`src/hdl/sekt_pkg.sv`:
```
// Shared types and constants for the SIEVE eviction key table.
`default_nettype none
package sekt_pkg;
    localparam int CAPACITY = 16;
    localparam int KEY_BITS = 64;
    localparam int SLOT_W = $clog2(CAPACITY);
    localparam int CNT_W = $clog2(CAPACITY + 1);

    localparam logic [1:0] KIND_LOOKUP = 2'd0;
    localparam logic [1:0] KIND_INSERT = 2'd1;
    localparam logic [1:0] KIND_DELETE = 2'd2;
    localparam logic [1:0] KIND_UNKNOWN = 2'd3;

    localparam logic [1:0] REG_MAX_ENTRIES = 2'd0;

    typedef struct packed {
        logic load;
        logic search;
        logic lookup_hit;
        logic delete_hit;
        logic walk_step;
        logic evict;
        logic insert;
    } sekt_cmd_t;

    typedef struct packed {
        logic [1:0] kind;
        logic hit;
        logic need_evict;
        logic hand_visited;
    } sekt_status_t;
endpackage
`default_nettype wire

```
`src/hdl/sekt_datapath.sv`:
```
// Datapath of the SIEVE key table: entry storage, links, hand and result register.
`default_nettype none
module sekt_datapath (
    input  wire                      clk,
    input  wire                      rst_n,
    input  wire sekt_pkg::sekt_cmd_t cmd,
    output sekt_pkg::sekt_status_t   status,
    input  wire [1:0]                in_kind,
    input  wire [63:0]               in_key,
    input  wire [4:0]                max_entries,
    output logic                     found,
    output logic [3:0]               slot,
    output logic                     evicted,
    output logic [63:0]              evicted_key
);
    import sekt_pkg::*;

    logic [KEY_BITS-1:0] key_mem [CAPACITY];
    logic [SLOT_W-1:0]   newer_mem [CAPACITY];
    logic [SLOT_W-1:0]   older_mem [CAPACITY];
    logic [CAPACITY-1:0] valid_reg;
    logic [CAPACITY-1:0] visited_reg;
    logic [SLOT_W-1:0]   newest_reg, oldest_reg, hand_reg, hit_slot_reg, free_slot_reg;
    logic                hand_valid_reg, hit_reg, free_found_reg;
    logic [CNT_W-1:0]    count_reg;
    logic [1:0]          kind_reg;
    logic [KEY_BITS-1:0] key_reg;

    logic [SLOT_W-1:0]   hit_idx, free_idx, cur, nxt_of_cur;
    logic                hit_any, free_any;
    logic [CNT_W-1:0]    limit;

    always_comb
    begin
        hit_any = 1'b0;
        hit_idx = '0;
        free_any = 1'b0;
        free_idx = '0;
        for (int i = CAPACITY - 1; i >= 0; i--)
        begin
            if (valid_reg[i] && key_mem[i] == key_reg)
            begin
                hit_any = 1'b1;
                hit_idx = SLOT_W'(i);
            end
            if (!valid_reg[i])
            begin
                free_any = 1'b1;
                free_idx = SLOT_W'(i);
            end
        end
    end

    always_comb
    begin
        if (max_entries == 5'd0)
            limit = CNT_W'(1);
        else if ({1'b0, max_entries} > 6'(CAPACITY))
            limit = CNT_W'(CAPACITY);
        else
            limit = CNT_W'(max_entries);
    end

    assign cur = hand_valid_reg ? hand_reg : oldest_reg;
    assign nxt_of_cur = (cur == newest_reg) ? oldest_reg : newer_mem[cur];

    assign status.kind = kind_reg;
    assign status.hit = hit_reg;
    assign status.need_evict = (count_reg >= limit) && (count_reg != '0);
    assign status.hand_visited = visited_reg[cur];

    always_ff @(posedge clk)
    begin
        if (cmd.load)
        begin
            kind_reg <= in_kind;
            key_reg <= in_key[KEY_BITS-1:0];
        end
        if (cmd.search)
        begin
            hit_slot_reg <= hit_idx;
        end
        if (cmd.insert && free_found_reg)
        begin
            key_mem[free_slot_reg] <= key_reg;
            if (count_reg != '0)
            begin
                newer_mem[newest_reg] <= free_slot_reg;
                older_mem[free_slot_reg] <= newest_reg;
            end
        end
        if (cmd.delete_hit && count_reg > CNT_W'(1) && hit_slot_reg != newest_reg
            && hit_slot_reg != oldest_reg)
        begin
            newer_mem[older_mem[hit_slot_reg]] <= newer_mem[hit_slot_reg];
            older_mem[newer_mem[hit_slot_reg]] <= older_mem[hit_slot_reg];
        end
        if (cmd.evict && count_reg > CNT_W'(1) && cur != newest_reg && cur != oldest_reg)
        begin
            newer_mem[older_mem[cur]] <= newer_mem[cur];
            older_mem[newer_mem[cur]] <= older_mem[cur];
        end
    end

    always_ff @(posedge clk or negedge rst_n)
    begin
        if (!rst_n)
        begin
            valid_reg <= '0;
            visited_reg <= '0;
            newest_reg <= '0;
            oldest_reg <= '0;
            hand_reg <= '0;
            hand_valid_reg <= 1'b0;
            count_reg <= '0;
            hit_reg <= 1'b0;
            free_found_reg <= 1'b0;
            free_slot_reg <= '0;
            found <= 1'b0;
            slot <= '0;
            evicted <= 1'b0;
            evicted_key <= '0;
        end
        else
        begin
            if (cmd.load)
            begin
                found <= 1'b0;
                slot <= '0;
                evicted <= 1'b0;
                evicted_key <= '0;
            end
            if (cmd.search)
            begin
                hit_reg <= hit_any && (kind_reg != KIND_UNKNOWN);
                found <= hit_any && (kind_reg != KIND_UNKNOWN);
                if (hit_any && (kind_reg == KIND_LOOKUP || kind_reg == KIND_INSERT))
                    slot <= 4'(hit_idx);
            end
            if (cmd.lookup_hit)
                visited_reg[hit_slot_reg] <= 1'b1;
            if (cmd.delete_hit)
            begin
                if (hand_valid_reg && hand_reg == hit_slot_reg)
                begin
                    if (hit_slot_reg == newest_reg)
                        hand_valid_reg <= 1'b0;
                    else
                        hand_reg <= newer_mem[hit_slot_reg];
                end
                if (count_reg > CNT_W'(1))
                begin
                    if (hit_slot_reg == newest_reg)
                        newest_reg <= older_mem[hit_slot_reg];
                    else if (hit_slot_reg == oldest_reg)
                        oldest_reg <= newer_mem[hit_slot_reg];
                end
                valid_reg[hit_slot_reg] <= 1'b0;
                visited_reg[hit_slot_reg] <= 1'b0;
                count_reg <= count_reg - CNT_W'(1);
            end
            if (cmd.walk_step)
            begin
                visited_reg[cur] <= 1'b0;
                hand_reg <= nxt_of_cur;
                hand_valid_reg <= 1'b1;
            end
            if (cmd.evict)
            begin
                evicted <= 1'b1;
                evicted_key <= 64'(key_mem[cur]);
                if (count_reg <= CNT_W'(1))
                    hand_valid_reg <= 1'b0;
                else
                begin
                    hand_reg <= nxt_of_cur;
                    hand_valid_reg <= 1'b1;
                    if (cur == newest_reg)
                        newest_reg <= older_mem[cur];
                    else if (cur == oldest_reg)
                        oldest_reg <= newer_mem[cur];
                end
                valid_reg[cur] <= 1'b0;
                visited_reg[cur] <= 1'b0;
                count_reg <= count_reg - CNT_W'(1);
            end
            if (!cmd.evict && !cmd.walk_step)
            begin
                free_found_reg <= free_any;
                free_slot_reg <= free_idx;
            end
            if (cmd.insert && free_found_reg)
            begin
                valid_reg[free_slot_reg] <= 1'b1;
                visited_reg[free_slot_reg] <= 1'b0;
                if (count_reg == '0)
                    oldest_reg <= free_slot_reg;
                newest_reg <= free_slot_reg;
                count_reg <= count_reg + CNT_W'(1);
                slot <= 4'(free_slot_reg);
            end
        end
    end
endmodule
`default_nettype wire

```
`src/hdl/sekt_control.sv`:
```
// Controller state machine of the SIEVE key table.
`default_nettype none
module sekt_control (
    input  wire                         clk,
    input  wire                         rst_n,
    input  wire                         s_tvalid,
    output logic                        s_tready,
    output logic                        m_tvalid,
    input  wire                         m_tready,
    input  wire sekt_pkg::sekt_status_t status,
    output sekt_pkg::sekt_cmd_t         cmd
);
    import sekt_pkg::*;

    localparam logic [2:0] ST_IDLE = 3'd0;
    localparam logic [2:0] ST_SEARCH = 3'd1;
    localparam logic [2:0] ST_ACT = 3'd2;
    localparam logic [2:0] ST_EVICT = 3'd3;
    localparam logic [2:0] ST_SCAN = 3'd4;
    localparam logic [2:0] ST_INSERT = 3'd5;

    logic [2:0] state_reg, state_next;
    logic       out_valid_reg, out_valid_next;
    logic       done;

    assign s_tready = (state_reg == ST_IDLE) && !out_valid_reg;
    assign m_tvalid = out_valid_reg;

    always_comb
    begin
        cmd = '0;
        state_next = state_reg;
        done = 1'b0;
        case (state_reg)
            ST_IDLE:
            begin
                if (s_tvalid && s_tready)
                begin
                    cmd.load = 1'b1;
                    state_next = ST_SEARCH;
                end
            end
            ST_SEARCH:
            begin
                cmd.search = 1'b1;
                state_next = ST_ACT;
            end
            ST_ACT:
            begin
                if (status.kind == KIND_LOOKUP && status.hit)
                begin
                    cmd.lookup_hit = 1'b1;
                    done = 1'b1;
                end
                else if (status.kind == KIND_DELETE && status.hit)
                begin
                    cmd.delete_hit = 1'b1;
                    done = 1'b1;
                end
                else if (status.kind == KIND_INSERT && !status.hit)
                    state_next = ST_EVICT;
                else
                    done = 1'b1;
            end
            ST_EVICT:
            begin
                if (!status.need_evict)
                    state_next = ST_SCAN;
                else if (status.hand_visited)
                    cmd.walk_step = 1'b1;
                else
                    cmd.evict = 1'b1;
            end
            ST_SCAN:
                state_next = ST_INSERT;
            ST_INSERT:
            begin
                cmd.insert = 1'b1;
                done = 1'b1;
            end
            default:
                state_next = ST_IDLE;
        endcase
        if (done)
            state_next = ST_IDLE;
        out_valid_next = done ? 1'b1 : (out_valid_reg && !m_tready);
    end

    always_ff @(posedge clk or negedge rst_n)
    begin
        if (!rst_n)
        begin
            state_reg <= ST_IDLE;
            out_valid_reg <= 1'b0;
        end
        else
        begin
            state_reg <= state_next;
            out_valid_reg <= out_valid_next;
        end
    end
endmodule
`default_nettype wire

```
`src/hdl/sieve_eviction_key_table_unit.sv`:
```
// Top level of the SIEVE eviction key table with APB configuration.
// Sequence: lookup, delete and present-key insert pass through the search and act states;
// an absent-key insert then goes through evict (clearing visited entries and taking
// victims as needed), scan and insert.
// One item at a time: next input accepted the cycle after the result is taken.
// Reset: valid bits, visited bits, count and hand clear; max_entries is 16.
`default_nettype none
module sieve_eviction_key_table_unit (
    input  wire         clk,
    input  wire         rst_n,
    input  wire         s_tvalid,
    output logic        s_tready,
    input  wire [63:0]  s_tdata,   // key[63:0]
    input  wire [1:0]   s_tuser,   // kind[1:0]
    output logic        m_tvalid,
    input  wire         m_tready,
    output logic [71:0] m_tdata,   // found[0], slot[4:1], evicted[5], evicted_key[69:6], pad
    input  wire         psel,
    input  wire         penable,
    input  wire         pwrite,
    input  wire [1:0]   paddr,
    input  wire [31:0]  pwdata,
    output logic [31:0] prdata,
    output logic        pready
);
    import sekt_pkg::*;

    sekt_cmd_t    cmd;
    sekt_status_t status;
    logic [4:0]   max_entries_reg;
    logic         found;
    logic [3:0]   slot;
    logic         evicted;
    logic [63:0]  evicted_key;

    assign pready = 1'b1;
    assign prdata = (paddr == REG_MAX_ENTRIES) ? {27'd0, max_entries_reg} : 32'd0;

    always_ff @(posedge clk or negedge rst_n)
    begin
        if (!rst_n)
            max_entries_reg <= 5'd16;
        else if (psel && penable && pwrite && paddr == REG_MAX_ENTRIES)
            max_entries_reg <= pwdata[4:0];
    end

    assign m_tdata = {2'b00, evicted_key, evicted, slot, found};

    sekt_control u_control (
        .clk(clk), .rst_n(rst_n), .s_tvalid(s_tvalid), .s_tready(s_tready),
        .m_tvalid(m_tvalid), .m_tready(m_tready), .status(status), .cmd(cmd)
    );

    sekt_datapath u_datapath (
        .clk(clk), .rst_n(rst_n), .cmd(cmd), .status(status),
        .in_kind(s_tuser), .in_key(s_tdata),
        .max_entries(max_entries_reg), .found(found), .slot(slot),
        .evicted(evicted), .evicted_key(evicted_key)
    );
endmodule
`default_nettype wire
```
`config.mk`:
```
export PLATFORM = sky130hd
export DESIGN_NAME = sieve_eviction_key_table_unit
export DESIGN_NICKNAME = d
export VERILOG_FILES = /design/src/hdl/sekt_pkg.sv /design/src/hdl/sekt_datapath.sv /design/src/hdl/sekt_control.sv /design/src/hdl/sieve_eviction_key_table_unit.sv
export SDC_FILE = /design/constraint.sdc
export NUM_CORES = 2
export LEC_CHECK = 0
export ABC_CLOCK_PERIOD_IN_PS = 17500
export BUFFER_PORTS_ARGS = -buffer_cell sky130_fd_sc_hd__buf_4
export CAP_MARGIN = 10
export CORE_MARGIN = 8
export CORE_UTILIZATION = 43
export DETAILED_ROUTE_END_ITERATION = 8
export GPL_TIMING_DRIVEN = 0
export PLACE_DENSITY = 0.61
export SYNTH_ARGS = -nofsm -noshare
export SYNTH_HDL_FRONTEND = slang
export SYNTH_SLANG_ARGS = --single-unit
```
`constraint.sdc`:
```
create_clock -name clk -period 17.5 [get_ports clk]
set_input_delay 0.875 -clock clk [delete_from_list [all_inputs] [get_ports clk]]
set_output_delay 0.875 -clock clk [all_outputs]
set_load 0.02 [all_outputs]
```
# Yosys cells after proc, flatten, opt, wreduce, memory -nomap -nowiden

Memory sizes are Yosys's and may differ from the RTL's. A register that Yosys moved wholly into a read port is not among the register bits.
Index checks and enable logic that the tools add are counted.

Bits in registers: 205
RAM bits: 1152
Bits of input ports: 107
Logic and storage cells: 322
Memories: 3

Add/subtract/negate cells: 2
Order comparisons: 10
Eq/ne operators: 39
Muxes and demuxes: 173
Bitwise gates (word level): 11
Reduce and logical (&&, ||, !) cells: 64

Memories:

| name                 | words | bits a word | read ports | clocked after memory_dff | wr ports | line                | text |
|---|---|---|---|---|---|---|---|
| u_datapath.key_mem   | 16    | 64          | 17         | 0                        | 1        | sekt_datapath.sv:18 | `logic [KEY_BITS-1:0] key_mem [CAPACITY];` |
| u_datapath.newer_mem | 16    | 4           | 2          | 1                        | 1        | sekt_datapath.sv:19 | `logic [SLOT_W-1:0] newer_mem [CAPACITY];` |
| u_datapath.older_mem | 16    | 4           | 2          | 1                        | 1        | sekt_datapath.sv:20 | `logic [SLOT_W-1:0] older_mem [CAPACITY];` |

Operator list:

| operator             | count |
|---|---|
| $eq A64 B64 Y1       | 16 |
| $mux W4              | 71 |
| $mux W16             | 8 |
| $mux W64             | 2 |
| $and A16 B16 Y16     | 6 |
| $mux W1              | 71 |
| $not A16 Y16         | 3 |
| $logic_and A1 B1 Y1  | 40 |
| $or A16 B16 Y16      | 2 |
| $mux W5              | 6 |
| $eq A4 B4 Y1         | 5 |
| $mux W3              | 6 |
| $pmux W3 S6          | 1 |
| $ne A4 B4 Y1         | 4 |
| $reduce_or A4 Y1     | 4 |
| $lt A4 B5 Y1 const B | 3 |
| $demux W1 S4         | 3 |
| $ge A4 B1 Y1 const B | 3 |
| $reduce_bool A3 Y1   | 4 |
| $logic_not A5 Y1     | 2 |
| $ne A3 B2 Y1 const B | 3 |
| $eq A3 B2 Y1 const B | 2 |
| $eq A3 B3 Y1 const B | 2 |
| $mux W2              | 3 |
| 23 further kinds     | 29 |

# Longest topological paths before layout

An unclocked memory read counts as a cell.

Word-level depth: 23
Mapped depth: 15
Mapped depth without buffers: 14

# Hierarchy

From an unflattened synthesis, not the netlist that was laid out.

Cells, all modules: 5925
Area total of the unflattened synthesis: 74291.3 µm²

Modules (own cells, without submodules):

| module                        | times used | cells each | area an instance (µm²) | seq. area each (µm²) |
|---|---|---|---|---|
| sekt_datapath                 | 1          | 5842       | 73504.2                | 39928.3 |
| sieve_eviction_key_table_unit | 1          | 51         | 500.5                  | 126.4 |
| sekt_control                  | 1          | 32         | 286.5                  | 100.1 |

# Least setup slack after synthesis

OpenSTA, ideal clock, no wires.

Path type: register to register
From: reg u_control.state_reg[0]
To: reg u_datapath.visited_reg[12]
Library setup time: 147 ps
Data arrival time: 6308 ps
Required time: 17353 ps
Slack: 11045 ps
Stages on the path, launching flop included: 9
Path buffers: 2
Period minus slack after synthesis: 6455 ps
Path through: dfrtp_1 -> clkbuf_1 -> nor2b_1 -> and3_1 -> clkbuf_1 -> nand2_1 -> nor3_1 -> or3b_2 -> a21oi_1

Word-level cells in the longest chain between the ends: 11

Ends and longest elaborated chain:

| item                              | line                 | text |
|---|---|---|
| from (decl)                       | sekt_control.sv:22   | `logic [2:0] state_reg, state_next;` |
| from (signal assigned)            | sekt_control.sv:98   | `state_reg <= state_next;` |
| $eq A3 B2 Y1                      | sekt_control.sv:34   | `case (state_reg)` |
| $mux W2                           | sekt_control.sv:34   |  |
| $mux W16                          | sekt_datapath.sv:140 | `if (cmd.lookup_hit)` |
| $and A16 B16 Y16 (no source line) | --                   |  |
| $mux W16                          | sekt_datapath.sv:142 | `if (cmd.delete_hit)` |
| $and A16 B16 Y16 (no source line) | --                   |  |
| $mux W16                          | sekt_datapath.sv:162 | `if (cmd.walk_step)` |
| $and A16 B16 Y16 (no source line) | --                   |  |
| $mux W16                          | sekt_datapath.sv:168 | `if (cmd.evict)` |
| $and A16 B16 Y16 (no source line) | --                   |  |
| $mux W16 (*)                      | sekt_datapath.sv:192 | `if (cmd.insert && free_found_reg)` |
| to (signal, indexed assignment)   | sekt_datapath.sv:164 | `visited_reg[cur] <= 1'b0;` |
| to (signal, indexed assignment)   | sekt_datapath.sv:184 | `visited_reg[cur] <= 1'b0;` |
| to (signal, indexed assignment)   | sekt_datapath.sv:195 | `visited_reg[free_slot_reg] <= 1'b0;` |
| to (decl)                         | sekt_datapath.sv:22  | `logic [CAPACITY-1:0] visited_reg;` |

Mark *: on every way between the ends. The rest lies on a longest branch, timed or not.
A chain may end at the register's enable or synchronous reset.

# Worst setup path after layout

From: reg u_datapath.key_reg[8]
To: reg u_datapath.slot[0]

Word-level cells in the longest chain between the ends: 22

Ends and longest elaborated chain:

| item                   | line                 | text |
|---|---|---|
| from (decl)            | sekt_datapath.sv:27  | `logic [KEY_BITS-1:0] key_reg;` |
| from (signal assigned) | sekt_datapath.sv:77  | `key_reg <= in_key[KEY_BITS-1:0];` |
| $eq A64 B64 Y1         | sekt_datapath.sv:41  | `if (valid_reg[i] && key_mem[i] == key_reg)` |
| $logic_and A1 B1 Y1    | sekt_datapath.sv:41  |  |
| $mux W1 (16 in series) | sekt_datapath.sv:41  |  |
| $logic_and A1 B1 Y1    | sekt_datapath.sv:137 | `if (hit_any && (kind_reg == KIND_LOOKUP \|\| kind_reg == KIND_INSERT))` |
| $mux W4 (*)            | sekt_datapath.sv:137 |  |
| $mux W4 (*)            | sekt_datapath.sv:133 | `if (cmd.search)` |
| $mux W4 (*)            | sekt_datapath.sv:192 |  |
| to (signal assigned)   | sekt_datapath.sv:138 | `slot <= 4'(hit_idx);` |
| to (signal assigned)   | sekt_datapath.sv:200 | `slot <= 4'(free_slot_reg);` |
| to (decl)              | sekt_datapath.sv:12  | `output logic [3:0] slot,` |

Marked as above.

==> results.py <==
metrics = {
    "placed_design": {
        "place_worst_setup_slack_ns": 10.94,
        "placement.io_buffers": 156,
        "dpl_cell_area_um2": 76780,
        "place.gp.congestion": 1.181,
        "dpl.hpwl_um": 372700,
    },
    "floorplan": {
        "die_w_um": 422.2,
        "effective_utilization_at_floorplan_pct": 43.16,
        "core_region_area_um2": 164400,
        "std_cell_rows": 149,
        "die_area_um2": 178300,
        "die_h_um": 422.2,
        "num_io_pins": 214,
    },
    "yosys": {
        "async_flop_share_pct": 9.919,
        "netlist_instances": 5278,
        "synth.lib_cells_used.distinct": 85,
        "synth_edf_count": 1222,
        "yosys_most_used_dff": "sky130_fd_sc_hd__edfxtp_1",
        "synthesis.yosys.warnings": 0,
        "synth.yosys.seq_area_share_pct": 56.58,
        "netlist_top_cells_area": "sky130_fd_sc_hd__edfxtp_1 (52%), sky130_fd_sc_hd__mux4_2 (10%), sky130_fd_sc_hd__xnor2_1 (7.7%), sky130_fd_sc_hd__dfrtp_1 (4.7%), sky130_fd_sc_hd__nand2b_1 (3.5%)",
        "synthesis.area_per_instance_um2": 13.45,
        "synth.top_cell.area_share_pct": 51.71,
        "post_synth_instance_area_um2": 70960,
        "ys_seq_elements": 1361,
        "synth_area_leader_cell": "sky130_fd_sc_hd__edfxtp_1",
    },
    "outcome": {
        "run_status": "finished with violations",
        "violations_in_the_final_reports": "DRC, capacitance limit, slew limit",
    },
    "critical_path": {
        "timing.setup.critical_path_class": "reg2reg",
        "worstPathRequired_ns": 18.31,
        "worst-r2r-setup-slack_ns": 10.12,
        "critical_path_peak_fanout": 19,
        "crit_arrival_ns": 8.18,
        "crit_path_start_kind": "flip-flop",
        "worst_setup_path_end_kind": "flip-flop",
    },
    "routing": {
        "viasPerCell": 7.491,
        "route.detailed.drc": 9,
        "drt-total-wl_um": 460100,
        "route.antenna.remaining_nets": 0,
        "post_drt_wl_per_cell_um": 56.87,
        "num_vias": 60609,
        "first_drt_iteration_drcs": 13471,
        "number_of_iterations_in_the_first_detailed_routing_pass": 9,
    },
    "clock_network": {
        "cts_num_sinks": 1361,
        "clock_path_buffers": 3,
        "cts_root_buffer": "sky130_fd_sc_hd__clkbuf_16",
        "postCtsHoldBufs": 0,
        "cts.repair_timing.setup_buffer_count": 0,
        "cts_inserted_buffers": 155,
        "clock_insertion_delay_worst_skew_ns": 0.89,
        "post_cts_resized": 0,
        "htree_levels": 4,
        "clk_transition_reported_paths_ns": 0.06,
        "cts_tree": "yes",
    },
    "timing": {
        "max_freq_mhz": 135.6,
        "rsz0062_at_grt": "no",
        "slew-limit-headroom_pct": -5.790,
        "worst_slack_ns": 10.12,
        "worst_pin_slew_ns": 1.576,
        "fin_skew_ns": 0.04466,
        "tns_ns": 0,
        "finalCriticalPeriod_ns": 7.375,
        "timing_hold_violations_final": 0,
        "finalSetupViolations": 0,
        "drv_slew": 38,
        "final_min_period_over_clock_period_pct": 42.14,
    },
    "global_routing": {
        "grt_pass1_vias": 53562,
        "antenna_found_initial": 60,
        "grt_use_total_pct": 49.54,
        "grt-ovfl-total": 0,
        "grt_first_pass_wirelength_um": 572200,
        "largest_net_degree_at_the_start_of_global_routing": 72,
    },
    "power": {
        "internal-power_mw": 7.539,
        "power_leakage_nw": 26.85,
        "irDropWorstVdd_mv": 0.1423,
        "switchingPower_mw": 6.298,
        "combPwrFrac_pct": 44.3,
        "power_density_nw_per_um2": 168.2,
        "switching_share_of_total_power_pct": 45.52,
        "p_total_mw": 13.84,
        "fraction_of_power_consumed_by_the_clock_network_pct": 24.7,
        "sequentialPowerShare_pct": 31.0,
    },
    "run": {
        "timing.max_cap.violations": 10,
    },
    "final_layout": {
        "largest_register_ff_count": 1024,
        "largest-register": "u_datapath.key_mem",
        "synthToLayoutAreaGrowth_pct": 15.94,
        "fraction_of_final_layout_cells_with_drive_strength_greater_than_1_pct": 19.21,
        "final_std_cell_area_no_fill_um2": 82280,
        "finalNetCount": 5845,
        "finalCoreUtilization_pct": 50.04,
        "fillerInstances": 14190,
    },
    "min_path": {
        "hp-class": "in2async",
    },
}
per-stage QoR:
| step | instances | hold WS, ns |
|---|---|---|
| finish | 8091 | 0.02005 |
| global route | 8061 | 0.07537 |
| CTS | 8038 | 0.03481 |
| detailed placement | 7748 | 0.4955 |
| global placement | 7651 | 0.4829 |
| floorplan | 5306 | 0.4482 |
area by class of cell:
cell class                 instances  area [um^2]  share of cell area [%]
antenna                           39        97.59                  0.1186
buffer                           323         1764                   2.144
clock buffer                     200         4159                   5.055
clock inverter                    90         1062                   1.291
inverter                         105        414.1                  0.5033
multi-input combinational       3517        28910                   35.13
sequential                      1361        40150                   48.80
tap                             2189         2739                   3.329
timing repair buffer             267         2982                   3.624
path summary, 6_finish.rpt:
path	from	to	cells after the start
max	u_datapath.key_reg[8]	u_datapath.slot[0]	12
min	rst_n	max_entries_reg[3]	1
max reg2reg	u_datapath.key_reg[8]	u_datapath.slot[0]	12
min reg2reg	u_datapath.evicted_key[38]	u_datapath.evicted_key[38]	2
max in group asynchronous	rst_n	u_datapath.evicted_key[8]	2
min in group clk	s_tdata[56]	u_datapath.key_reg[56]	1
synth_stat cells, types with 8 or more instances:
cell type	count
sky130_fd_sc_hd__nand2b_1	395
sky130_fd_sc_hd__nor4b_1	12
sky130_fd_sc_hd__inv_1	104
sky130_fd_sc_hd__buf_2	130
sky130_fd_sc_hd__buf_1	23
sky130_fd_sc_hd__xor2_1	163
sky130_fd_sc_hd__nor4_1	184
sky130_fd_sc_hd__nand4b_1	12
sky130_fd_sc_hd__o21ai_0	37
sky130_fd_sc_hd__or4_1	20
sky130_fd_sc_hd__nor2_1	150
sky130_fd_sc_hd__a2111oi_0	19
sky130_fd_sc_hd__o31ai_1	67
sky130_fd_sc_hd__o22ai_1	181
sky130_fd_sc_hd__edfxtp_1	1222
sky130_fd_sc_hd__a211oi_1	16
sky130_fd_sc_hd__and3_1	8
sky130_fd_sc_hd__dfrtp_1	134
sky130_fd_sc_hd__nand2_1	219
sky130_fd_sc_hd__nand3_1	187
sky130_fd_sc_hd__or2_2	8
sky130_fd_sc_hd__nand4_1	378
sky130_fd_sc_hd__mux2i_1	15
sky130_fd_sc_hd__clkbuf_1	81
sky130_fd_sc_hd__nor2b_1	104
sky130_fd_sc_hd__mux2_2	20
sky130_fd_sc_hd__ha_1	8
sky130_fd_sc_hd__o211ai_1	19
sky130_fd_sc_hd__or3b_2	9
sky130_fd_sc_hd__o2111ai_1	33
sky130_fd_sc_hd__buf_6	14
sky130_fd_sc_hd__xnor2_1	626
sky130_fd_sc_hd__a22o_1	10
sky130_fd_sc_hd__a21oi_1	54
sky130_fd_sc_hd__nor3_1	89
sky130_fd_sc_hd__buf_4	75
sky130_fd_sc_hd__mux4_2	328
power by group through the flow:
stage          sequential, mW  combinational [mW]  clock (mW)
2_1_floorplan            4.14                2.74           0
3_3_place_gp             4.37                5.55           0
3_5_place_dp             4.32                5.68           0
4_1_cts                  4.25                5.70        3.38
5_1_grt                  4.25                5.91        3.50
6_report                 4.28                6.13        3.42
worst max-delay path, stage by stage (launching register included):
cell and delay [ns]:
sky130_fd_sc_hd__edfxtp_1 1.09, sky130_fd_sc_hd__buf_2 0.71, sky130_fd_sc_hd__buf_2 0.64, sky130_fd_sc_hd__xnor2_1 0.19, sky130_fd_sc_hd__nand2_1 0.46, sky130_fd_sc_hd__nor4_1 1.40, sky130_fd_sc_hd__nand4_1 0.14, sky130_fd_sc_hd__nand4b_1 0.38
sky130_fd_sc_hd__a2111oi_2 0.99, sky130_fd_sc_hd__a211oi_1 0.35, sky130_fd_sc_hd__o41ai_2 0.69, sky130_fd_sc_hd__nand2b_1 0.12, sky130_fd_sc_hd__nand3_1 0.11
kinds of logic (layout without fill, tap and decap cells):
kind of cell	count (synthesis)	in the layout	share of synthesized area (%)
other	2	69	0.01058
buffers and inverters	428	985	3.038
DFF	1361	1361	56.58
AOI/OAI and AO/OA	499	499	4.857
xor gates and xnor gates	789	789	9.738
and+or+nand+nor	1825	1825	14.62
adders and majority gates	8	8	0.1411
muxes	366	366	11.01
per-layer routing:
metal	wire, um	share of wire (%)	global-route usage (%)
met1	161400	35	59.85
met2	169500	37	62.46
met3	88060	19	34.16
met4	39720	8.6	31.46
met5	1483	0.32	5.294
placed cells by master (no fill, tap or decap), types with 175 or more instances in the layout:
cell | netlist | routed
sky130_fd_sc_hd__edfxtp_1 | 1222 | 1222
sky130_fd_sc_hd__nor4_1 | 184 | 175
sky130_fd_sc_hd__buf_4 | 75 | 241
sky130_fd_sc_hd__nand4_1 | 378 | 378
sky130_fd_sc_hd__nand2b_1 | 395 | 395
sky130_fd_sc_hd__nand2_1 | 219 | 219
sky130_fd_sc_hd__xnor2_1 | 626 | 624
sky130_fd_sc_hd__nand3_1 | 187 | 187
sky130_fd_sc_hd__mux4_2 | 328 | 328
sky130_fd_sc_hd__o22ai_1 | 181 | 181
(Power assumes the default switching activity.)
